===== src/rtl/ahtwm_pkg.sv =====
// Package for the address hash table with warm marks.
// Holds sizes, operation and status codes, and controller/datapath types.
package ahtwm_pkg;

	localparam int IdSlotsDefault = 1024;
	localparam int BucketSlotsDefault = 2048;

	localparam int OpW = 3;
	localparam int StW = 2;
	localparam int EpochW = 32;
	localparam int IdW = 10;
	localparam int MaskW = 11;
	localparam int CfgIdxW = 2;
	localparam int CfgDataW = 32;

	localparam logic [OpW-1:0] OP_INSERT = 3'd0;
	localparam logic [OpW-1:0] OP_LOOKUP = 3'd1;
	localparam logic [OpW-1:0] OP_MARK = 3'd2;
	localparam logic [OpW-1:0] OP_QUERY = 3'd3;
	localparam logic [OpW-1:0] OP_RESTORE = 3'd4;

	localparam logic [StW-1:0] ST_OK = 2'd0;
	localparam logic [StW-1:0] ST_MISS = 2'd1;
	localparam logic [StW-1:0] ST_ORDER = 2'd2;
	localparam logic [StW-1:0] ST_FULL = 2'd3;

	localparam logic [CfgIdxW-1:0] CFG_EPOCH = 2'd0;
	localparam logic [CfgIdxW-1:0] CFG_LIMIT = 2'd1;
	localparam logic [CfgIdxW-1:0] CFG_MASK = 2'd2;

	typedef struct packed {
		logic clr_step;
		logic load;
		logic last_rd;
		logic bkt_rd;
		logic addr_rd;
		logic eval;
		logic epoch_rd;
		logic finish;
		logic out_take;
	} ahtwm_cmd_t;

	typedef struct packed {
		logic clr_done;
		logic bkt_empty;
		logic probe_hit;
		logic probe_over;
		logic out_busy;
	} ahtwm_sts_t;

endpackage


===== src/rtl/ahtwm_ctrl.sv =====
// Controller state machine: clear pass, probe sequencing and output handoff.
// Depends on ahtwm_pkg.
module ahtwm_ctrl (
	input  logic                  clk,
	input  logic                  arst_n,
	input  logic                  in_valid,
	output logic                  in_ready,
	output logic                  out_valid,
	input  logic                  out_ready,
	input  logic [2:0]            op,
	output ahtwm_pkg::ahtwm_cmd_t cmd,
	input  ahtwm_pkg::ahtwm_sts_t sts
);
	import ahtwm_pkg::*;

	localparam logic [3:0] S_CLEAR = 4'd0;
	localparam logic [3:0] S_IDLE = 4'd1;
	localparam logic [3:0] S_LAST = 4'd2;
	localparam logic [3:0] S_LASTW = 4'd3;
	localparam logic [3:0] S_BRD = 4'd4;
	localparam logic [3:0] S_BWAIT = 4'd5;
	localparam logic [3:0] S_ARD = 4'd6;
	localparam logic [3:0] S_EVAL = 4'd7;
	localparam logic [3:0] S_EPRD = 4'd8;
	localparam logic [3:0] S_FIN = 4'd9;

	logic [3:0] state_q;
	logic [3:0] state_d;

	assign in_ready = (state_q == S_IDLE);
	assign out_valid = sts.out_busy;

	always_comb begin
		cmd = '0;
		state_d = state_q;
		cmd.out_take = out_valid && out_ready;
		case (state_q)
			S_CLEAR: begin
				cmd.clr_step = 1'b1;
				if (sts.clr_done) begin
					cmd.clr_step = 1'b0;
					state_d = S_IDLE;
				end
			end
			S_IDLE: begin
				if (in_valid && in_ready) begin
					cmd.load = 1'b1;
					if (op == OP_INSERT) begin
						state_d = S_LAST;
					end else if (op == OP_LOOKUP || op == OP_MARK || op == OP_QUERY) begin
						state_d = S_BRD;
					end else begin
						state_d = S_FIN;
					end
				end
			end
			S_LAST: begin
				cmd.last_rd = 1'b1;
				state_d = S_LASTW;
			end
			S_LASTW: begin
				cmd.bkt_rd = 1'b1;
				state_d = S_BRD;
			end
			S_BRD: begin
				state_d = S_BWAIT;
				if (sts.probe_over) begin
					state_d = S_FIN;
				end
			end
			S_BWAIT: begin
				if (sts.bkt_empty) begin
					state_d = S_FIN;
				end else begin
					cmd.addr_rd = 1'b1;
					state_d = S_ARD;
				end
			end
			S_ARD: begin
				state_d = S_EVAL;
			end
			S_EVAL: begin
				cmd.eval = 1'b1;
				// A hit goes through one epoch read before finishing.
				if (sts.probe_hit) begin
					state_d = S_EPRD;
				end else begin
					state_d = S_BRD;
				end
			end
			S_EPRD: begin
				state_d = S_FIN;
			end
			S_FIN: begin
				if (!sts.out_busy || out_ready) begin
					cmd.finish = 1'b1;
					state_d = S_IDLE;
				end
			end
			default: state_d = S_IDLE;
		endcase
	end

	always_ff @(posedge clk or negedge arst_n) begin
		if (!arst_n) begin
			state_q <= S_CLEAR;
		end else begin
			state_q <= state_d;
		end
	end
endmodule


===== config.mk =====
export PLATFORM = sky130hd
export DESIGN_NAME = ahtwm_ctrl
export DESIGN_NICKNAME = d
export VERILOG_FILES = /design/src/rtl/ahtwm_pkg.sv /design/src/rtl/ahtwm_ctrl.sv
export SDC_FILE = /design/constraint.sdc
export NUM_CORES = 1
export LEC_CHECK = 0
export ABC_CLOCK_PERIOD_IN_PS = 2500
export BUFFER_PORTS_ARGS = -buffer_cell sky130_fd_sc_hd__clkbuf_2
export CAP_MARGIN = 15
export CORE_AREA = 2 2 39 41
export CTS_CLUSTER_SIZE = 16
export DETAILED_ROUTE_END_ITERATION = 12
export DIE_AREA = 0 0 41 43
export PLACE_DENSITY = 0.69
export SYNTH_ARGS = -nofsm -noshare
export SYNTH_HDL_FRONTEND = slang
export SYNTH_SLANG_ARGS = --single-unit

===== constraint.sdc =====
create_clock -name clk -period 2.5 [get_ports clk]
set_clock_uncertainty 0.15 [all_clocks]
set_input_delay 0.25 -clock clk [delete_from_list [all_inputs] [get_ports clk]]
set_output_delay 0.25 -clock clk [all_outputs]
set_load 0.03 [all_outputs]

==> impl_metrics.prom, run 1 <==
# TYPE chip_impl_metric gauge
chip_impl_metric{name="finalWirelength",unit="um"} 948
chip_impl_metric{name="post-place-cells",unit=""} 88
chip_impl_metric{name="final_cell_count_without_fillers",unit=""} 92
chip_impl_metric{name="number_of_antenna_violations_at_the_first_check_in_global_routing",unit=""} 0
chip_impl_metric{name="final_hold_viol_count",unit=""} 0
chip_impl_metric{name="remaining_drc_errors",unit=""} 0
chip_impl_metric{name="yosys_warn_count",unit=""} 0
chip_impl_metric{name="worst_vdd_ir",unit="mV"} 0.339
chip_impl_metric{name="layout-area-overhead-vs-synth",unit="%"} 23.2
chip_impl_metric{name="drt_first_iter_violations",unit=""} 4
chip_impl_info{name="cts_tree",value="done"} 1
chip_impl_metric{name="num_io_pins",unit=""} 23
chip_impl_metric{name="setup_viol_count_final",unit=""} 0
chip_impl_metric{name="placement_rows",unit=""} 14
chip_impl_info{name="synth.area.top_cells",value="dfrtp_1 22%, clkbuf_8 6.1%, nor3_1 5.5%"} 1
chip_impl_metric{name="synth_seq_cells",unit=""} 4
chip_impl_metric{name="mapped_area",unit="um2"} 453
chip_impl_metric{name="syn_nets",unit=""} 69
chip_impl_info{name="synth_top_area_cell",value="dfrtp_1"} 1
chip_impl_metric{name="via_count",unit=""} 462
chip_impl_metric{name="initial_core_util",unit="%"} 32.7
chip_impl_info{name="grt_setup_unrepaired",value="no"} 1
chip_impl_metric{name="power_per_cell_area",unit="mW/mm2"} 1010
chip_impl_info{name="cpMaxStageDelayCell",value="or3_2"} 1
chip_impl_info{name="crit_end_category",value="output pin"} 1
chip_impl_metric{name="max-clock-path-buffers",unit=""} 2
chip_impl_metric{name="cp.required",unit="ns"} 2.10
chip_impl_metric{name="number_of_enable_flip_flop_cells_after_synthesis",unit=""} 0
chip_impl_info{name="start_kind",value="register"} 1
chip_impl_metric{name="grt_pass1_wl",unit="mm"} 1.68
chip_impl_metric{name="cpPeakStageDelay",unit="ns"} 0.55
chip_impl_metric{name="count_of_different_cell_masters_after_synthesis",unit=""} 32
chip_impl_metric{name="synth_largest_type_area_fraction",unit="%"} 22.1
chip_impl_info{name="timing.rr.start",value="state_q[1]$_DFFE_PN0P_"} 1
chip_impl_metric{name="number_of_flip_flops_in_the_largest_register",unit=""} 4
chip_impl_metric{name="period_share",unit="%"} 84.0
chip_impl_metric{name="timing.max_cap.violations",unit=""} 0
chip_impl_metric{name="cts_inserted_buffers",unit=""} 3
chip_impl_metric{name="seqCellArea",unit="um2"} 100
chip_impl_info{name="critical_path.cell_chain",value="or3_2 > nor3_2 > clkbuf_2"} 1
chip_impl_metric{name="worstPathBufferInverterCount",unit=""} 1
chip_impl_metric{name="ys_async_sr_fraction",unit="%"} 100
chip_impl_metric{name="half_perimeter_wire_length_after_placement",unit="um"} 776
chip_impl_info{name="status",value="completed"} 1
chip_impl_metric{name="final_antenna_net_count",unit=""} 0
chip_impl_metric{name="cts.htree.levels",unit=""} 1
chip_impl_metric{name="floorplan.die.height",unit="um"} 43
chip_impl_metric{name="dieWidth",unit="um"} 41
chip_impl_metric{name="cts_num_sinks",unit=""} 4
chip_impl_metric{name="setup_total_negative_slack",unit="ns"} 0
chip_impl_metric{name="drive_gt1_share",unit="%"} 40.8
chip_impl_metric{name="vias_in_the_first_global_route",unit=""} 410
chip_impl_metric{name="area_of_the_multi_input_gates",unit="um2"} 285
chip_impl_metric{name="io_buffer_count",unit=""} 21
chip_impl_metric{name="diodes",unit=""} 0
chip_impl_info{name="crit_family",value="simple AND/OR/NAND/NOR gates"} 1
chip_impl_metric{name="syn-mean-instance-area",unit="um2"} 7.95
chip_impl_info{name="dominantRegCellSynth",value="dfrtp_1"} 1
chip_impl_metric{name="post_drt_wl_per_cell",unit="um"} 10.3
chip_impl_info{name="synth.most_common_cell",value="nor2_1"} 1
chip_impl_metric{name="maximum_number_of_pins_on_one_net_before_global_route_repair",unit=""} 16
chip_impl_metric{name="fillerInstances",unit=""} 142
chip_impl_metric{name="route.detailed.vias_per_inst",unit=""} 5.02
chip_impl_metric{name="gp_routability_congestion",unit=""} 0.805
chip_impl_metric{name="cts.clk_slew.worst_paths",unit="ns"} 0.04
chip_impl_info{name="reg_top3",value="state_q x4"} 1
chip_impl_metric{name="worst_ep_arrival_time",unit="ns"} 1.70
chip_impl_info{name="max_flop_register",value="state_q"} 1
chip_impl_info{name="timing.critical_path.from",value="state_q[0]$_DFFE_PN0P_"} 1
chip_impl_metric{name="seq_area_frac_synth",unit="%"} 22.1
chip_impl_metric{name="finish.net_count",unit=""} 90
chip_impl_metric{name="power_leakage",unit="nW"} 0.266
chip_impl_metric{name="cell_count_after_synthesis",unit=""} 57
chip_impl_metric{name="die-area",unit="mm2"} 0.00176
chip_impl_metric{name="post_cts.resized_instances",unit=""} 0
chip_impl_metric{name="clock.fmax",unit="GHz"} 0.476
chip_impl_metric{name="timing.final.crit_period",unit="ns"} 2.10
chip_impl_info{name="critical_path_class",value="reg2out"} 1
chip_impl_metric{name="drt_first_pass_iters",unit=""} 4
chip_impl_metric{name="global_route.usage.total",unit="%"} 14.4
chip_impl_metric{name="grt_remaining_overflow",unit=""} 0
chip_impl_metric{name="clock_insertion_delay_worst_skew",unit="ns"} 0.24
chip_impl_info{name="cts.root.buffer_cell",value="clkbuf_4"} 1
chip_impl_info{name="timing.hold.worst.start",value="out_ready"} 1
chip_impl_metric{name="cp_max_fo",unit=""} 15
chip_impl_info{name="synth_commonest_cells",value="6 x nor2_1, 5 x nor3_1, 4 x dfrtp_1, 4 x inv_1"} 1
chip_impl_info{name="holdCritPathClass",value="in2reg"} 1
chip_impl_metric{name="maxSlewViolCount",unit=""} 0
chip_impl_metric{name="post-cts-setup-buffer-count",unit=""} 0
chip_impl_metric{name="core_footprint",unit="mm2"} 0.00138
-- power by group --
part           leakage, nW  switching (mW)  internal, mW  total (mW)
logic                0.201           0.190         0.142       0.332
clock network       0.0138          0.0281        0.0538      0.0819
registers           0.0510          0.0660        0.0861       0.152
-- per-layer routing --
metal | GRT usage (%) | routed length, um | vias to the layer above
met5 | 0 | 0 | -
met4 | 10.0 | 22 | 0
met3 | 3.14 | 72 | 2
met2 | 20.0 | 456 | 18
met1 | 18.8 | 398 | 200
li1 | - | - | 242
-- path summary, 6_finish.rpt --
kind	end	slack [ns]	cells after the start
setup / recovery	cmd[8]	0.40	3
hold / removal	state_q[3]$_DFFE_PN0P_	0.08	2
setup reg to reg	state_q[2]$_DFFE_PN0P_	0.81	4
hold reg to reg	state_q[0]$_DFFE_PN0P_	0.56	2
max in group asynchronous	state_q[1]$_DFFE_PN0P_	1.88	2
min in group asynchronous	state_q[0]$_DFFE_PN0P_	0.20	2
-- metrics by stage --
stage          utilization (%)  setup WS [ns]  hold WS [ns]  cell area [um2]  power (mW)
5_1_grt                   40.3          0.293        0.0981              558       0.620
2_1_floorplan                -          0.632        -0.196              453       0.434
4_1_cts                   40.3          0.388        0.0757              558       0.572
3_3_place_gp              38.0          0.660       -0.0924              526       0.486
6_report                  40.3          0.401        0.0760              558       0.566
3_5_place_dp              38.0          0.642       -0.0913              526       0.486
-- layout by cell type, fill, tap and decap left out, drive strengths merged, types with 2 or more instances in the layout --
cell / count
o21a: 2
dfrtp: 4
nor2: 6
nor2b: 2
or3: 2
and2b: 2
o31ai: 2
clkbuf: 24
nor3: 6
and2: 2
inv: 4
nand2b: 3
nand3: 2
a21oi: 2
-- timing repair --
action                                  4_1_cts  5_1_grt
hold buffers                                  1        0
endpoints found under the setup margin        0        0
endpoints found under the hold margin         4        0
-- final cells by class --
| class | count | area share (%) |
|---|---|---|
| clock buffers | 3 | 4.04 |
| inverters | 4 | 2.69 |
| multi-input cells | 43 | 51.1 |
| well taps | 16 | 3.59 |
| repair buffers | 22 | 20.6 |
| flip-flops and latches | 4 | 17.9 |
-- kinds of logic (layout without fill, tap and decap cells) --
| kind of cell | count (synthesis) | count (layout) | synth area share (%) |
|---|---|---|---|
| buffers and inverters | 10 | 29 | 14.9 |
| other | 1 | 1 | 0.828 |
| and+or+nand+nor | 28 | 28 | 38.4 |
| AOI/OAI and AO/OA | 13 | 13 | 21.5 |
| muxes | 1 | 1 | 2.21 |
| DFF | 4 | 4 | 22.1 |
(Power assumes the default switching activity.)
==> run 2: changes to the inputs <==
ABC_CLOCK_PERIOD_IN_PS = 2140   (was 2500)
clock period = 2.14 ns   (was 2.5 ns; I/O delays follow)
==> impl_metrics.prom, run 2 (synthesis results as in run 1) <==
# TYPE chip_impl_metric gauge
chip_impl_metric{name="period_share",unit="%"} 96.8
chip_impl_metric{name="power_leakage",unit="nW"} 0.272
chip_impl_metric{name="worst_ep_arrival_time",unit="ns"} 1.71
chip_impl_info{name="layout_common_cells",value="21 x clkbuf_2, 6 x nor2_1, 5 x nor3_1"} 1
chip_impl_metric{name="gp_routability_congestion",unit=""} 0.728
chip_impl_metric{name="vias_in_the_first_global_route",unit=""} 428
chip_impl_info{name="mostFrequentLayoutCell",value="clkbuf_2"} 1
chip_impl_metric{name="final_hold_viol_count",unit=""} 0
chip_impl_info{name="critical_path_class",value="reg2out"} 1
chip_impl_metric{name="maximum_number_of_pins_on_one_net_before_global_route_repair",unit=""} 16
chip_impl_metric{name="drive_gt1_share",unit="%"} 41.6
chip_impl_metric{name="die-area",unit="mm2"} 0.00176
chip_impl_metric{name="placement_rows",unit=""} 14
chip_impl_info{name="cts_tree",value="done"} 1
chip_impl_metric{name="finalWorstSetupSlack",unit="ns"} 0.0692
chip_impl_metric{name="max-clock-path-buffers",unit=""} 2
chip_impl_info{name="timing.hold.worst.start",value="out_ready"} 1
chip_impl_info{name="crit_family",value="simple AND/OR/NAND/NOR gates"} 1
chip_impl_metric{name="final_cell_count_without_fillers",unit=""} 93
chip_impl_metric{name="dieWidth",unit="um"} 41
chip_impl_metric{name="clock_insertion_delay_worst_skew",unit="ns"} 0.23
chip_impl_metric{name="number_of_flip_flops_in_the_largest_register",unit=""} 4
chip_impl_metric{name="detailed_place.area",unit="um2"} 533
chip_impl_metric{name="post-place-cells",unit=""} 89
chip_impl_metric{name="drt_first_iter_violations",unit=""} 8
chip_impl_metric{name="totalPowerFinal",unit="mW"} 0.673
chip_impl_info{name="crit_end_category",value="output pin"} 1
chip_impl_metric{name="setup_total_negative_slack",unit="ns"} 0
chip_impl_info{name="start_kind",value="register"} 1
chip_impl_metric{name="half_perimeter_wire_length_after_placement",unit="um"} 862
chip_impl_metric{name="route.detailed.vias_per_inst",unit=""} 5.28
chip_impl_metric{name="cp.required",unit="ns"} 1.78
chip_impl_metric{name="cp_max_fo",unit=""} 15
chip_impl_metric{name="design_area",unit="um2"} 566
chip_impl_metric{name="post_drt_wl_per_cell",unit="um"} 11.5
chip_impl_metric{name="grt_pass1_wl",unit="mm"} 1.73
chip_impl_metric{name="drt_first_pass_iters",unit=""} 4
chip_impl_metric{name="finalHoldWorstSlack",unit="ns"} 0.0560
chip_impl_info{name="timing.rr.start",value="state_q[0]$_DFFE_PN0P_"} 1
chip_impl_info{name="holdCritPathClass",value="in2reg"} 1
chip_impl_metric{name="power_per_cell_area",unit="mW/mm2"} 1190
chip_impl_info{name="critical_path.cell_chain",value="or3_2 > nor3_2 > clkbuf_2"} 1
chip_impl_metric{name="timing.max_cap.violations",unit=""} 0
chip_impl_info{name="reg_top3",value="state_q x4"} 1
chip_impl_metric{name="fillerInstances",unit=""} 148
chip_impl_metric{name="finalWirelength",unit="mm"} 1.07
chip_impl_metric{name="core_footprint",unit="mm2"} 0.00138
chip_impl_metric{name="timing.final.crit_period",unit="ns"} 2.07
chip_impl_metric{name="cpPeakStageDelay",unit="ns"} 0.55
chip_impl_info{name="timing.critical_path.from",value="state_q[0]$_DFFE_PN0P_"} 1
chip_impl_metric{name="diodes",unit=""} 0
chip_impl_metric{name="finish.net_count",unit=""} 91
chip_impl_metric{name="post-cts-setup-buffer-count",unit=""} 0
chip_impl_info{name="cpMaxStageDelayCell",value="or3_2"} 1
chip_impl_metric{name="num_io_pins",unit=""} 23
chip_impl_info{name="max_flop_register",value="state_q"} 1
chip_impl_metric{name="grt_remaining_overflow",unit=""} 0
chip_impl_metric{name="clock.fmax",unit="GHz"} 0.483
chip_impl_metric{name="maxSlewViolCount",unit=""} 0
chip_impl_metric{name="cts.clk_slew.worst_paths",unit="ns"} 0.04
chip_impl_metric{name="post_cts.resized_instances",unit=""} 0
chip_impl_metric{name="remaining_drc_errors",unit=""} 0
chip_impl_info{name="cts.root.buffer_cell",value="clkbuf_4"} 1
chip_impl_metric{name="setup_viol_count_final",unit=""} 0
chip_impl_metric{name="number_of_antenna_violations_at_the_first_check_in_global_routing",unit=""} 0
chip_impl_metric{name="initial_core_util",unit="%"} 32.7
chip_impl_metric{name="cts_inserted_buffers",unit=""} 3
chip_impl_metric{name="preCtsSetupSlack",unit="ns"} 0.318
chip_impl_metric{name="seqCellArea",unit="um2"} 100
chip_impl_metric{name="layout-area-overhead-vs-synth",unit="%"} 24.9
chip_impl_metric{name="cts.htree.levels",unit=""} 1
chip_impl_info{name="status",value="completed"} 1
chip_impl_metric{name="cts_num_sinks",unit=""} 4
chip_impl_metric{name="worstPathBufferInverterCount",unit=""} 1
chip_impl_metric{name="area_of_the_multi_input_gates",unit="um2"} 285
chip_impl_metric{name="worst_vdd_ir",unit="mV"} 0.609
chip_impl_metric{name="io_buffer_count",unit=""} 21
chip_impl_metric{name="final_util",unit="%"} 40.9
chip_impl_info{name="grt_setup_unrepaired",value="no"} 1
chip_impl_metric{name="final_antenna_net_count",unit=""} 0
chip_impl_metric{name="floorplan.die.height",unit="um"} 43
chip_impl_metric{name="via_count",unit=""} 491
chip_impl_metric{name="global_route.usage.total",unit="%"} 14.6
==> run 2: changes by cell type in the layout (fill, tap and decap cells not counted) <==
cell	change
buf_4	+1
==> run 2: routing by layer <==
metal  up-vias  share of wire, %  wire, um  global-route usage (%)
li1        242                 -         -                       -
met1       232                43       467                    16.3
met2        17                52       561                    23.1
met3         0               4.2        45                    4.71
met4         0                 0         0                    8.00
met5         -                 0         0                       0
==> run 2: layout make-up <==
class / count / share of cell area, %
flip-flops and latches: 4 / 17.7
repair buffers: 23 / 21.7
clock buffers: 3 / 3.98
multi-input cells: 43 / 50.4
inverters: 4 / 2.65
well taps: 16 / 3.54
==> run 2: timing repair <==
action	4_1_cts	5_1_grt
hold buffers	1	0
setup endpoints to repair	0	0
endpoints found under the hold margin	4	0
==> run 2: power breakdown <==
part	internal, mW	switching [mW]
Combinational	0.171	0.242
Sequential	0.101	0.0668
Clock	0.0626	0.0295
Total	0.335	0.339
==> run 2: worst paths after layout <==
check / endpoint / slack (ns) / depth (start not counted)
setup reg to reg: state_q[2]$_DFFE_PN0P_ / 0.43 / 3
hold / removal: state_q[3]$_DFFE_PN0P_ / 0.06 / 2
setup / recovery: cmd[8] / 0.07 / 3
hold reg to reg: state_q[3]$_DFFE_PN0P_ / 0.46 / 2
min in group asynchronous: state_q[3]$_DFFE_PN0P_ / 0.17 / 2
max in group asynchronous: state_q[2]$_DFFE_PN0P_ / 1.54 / 2
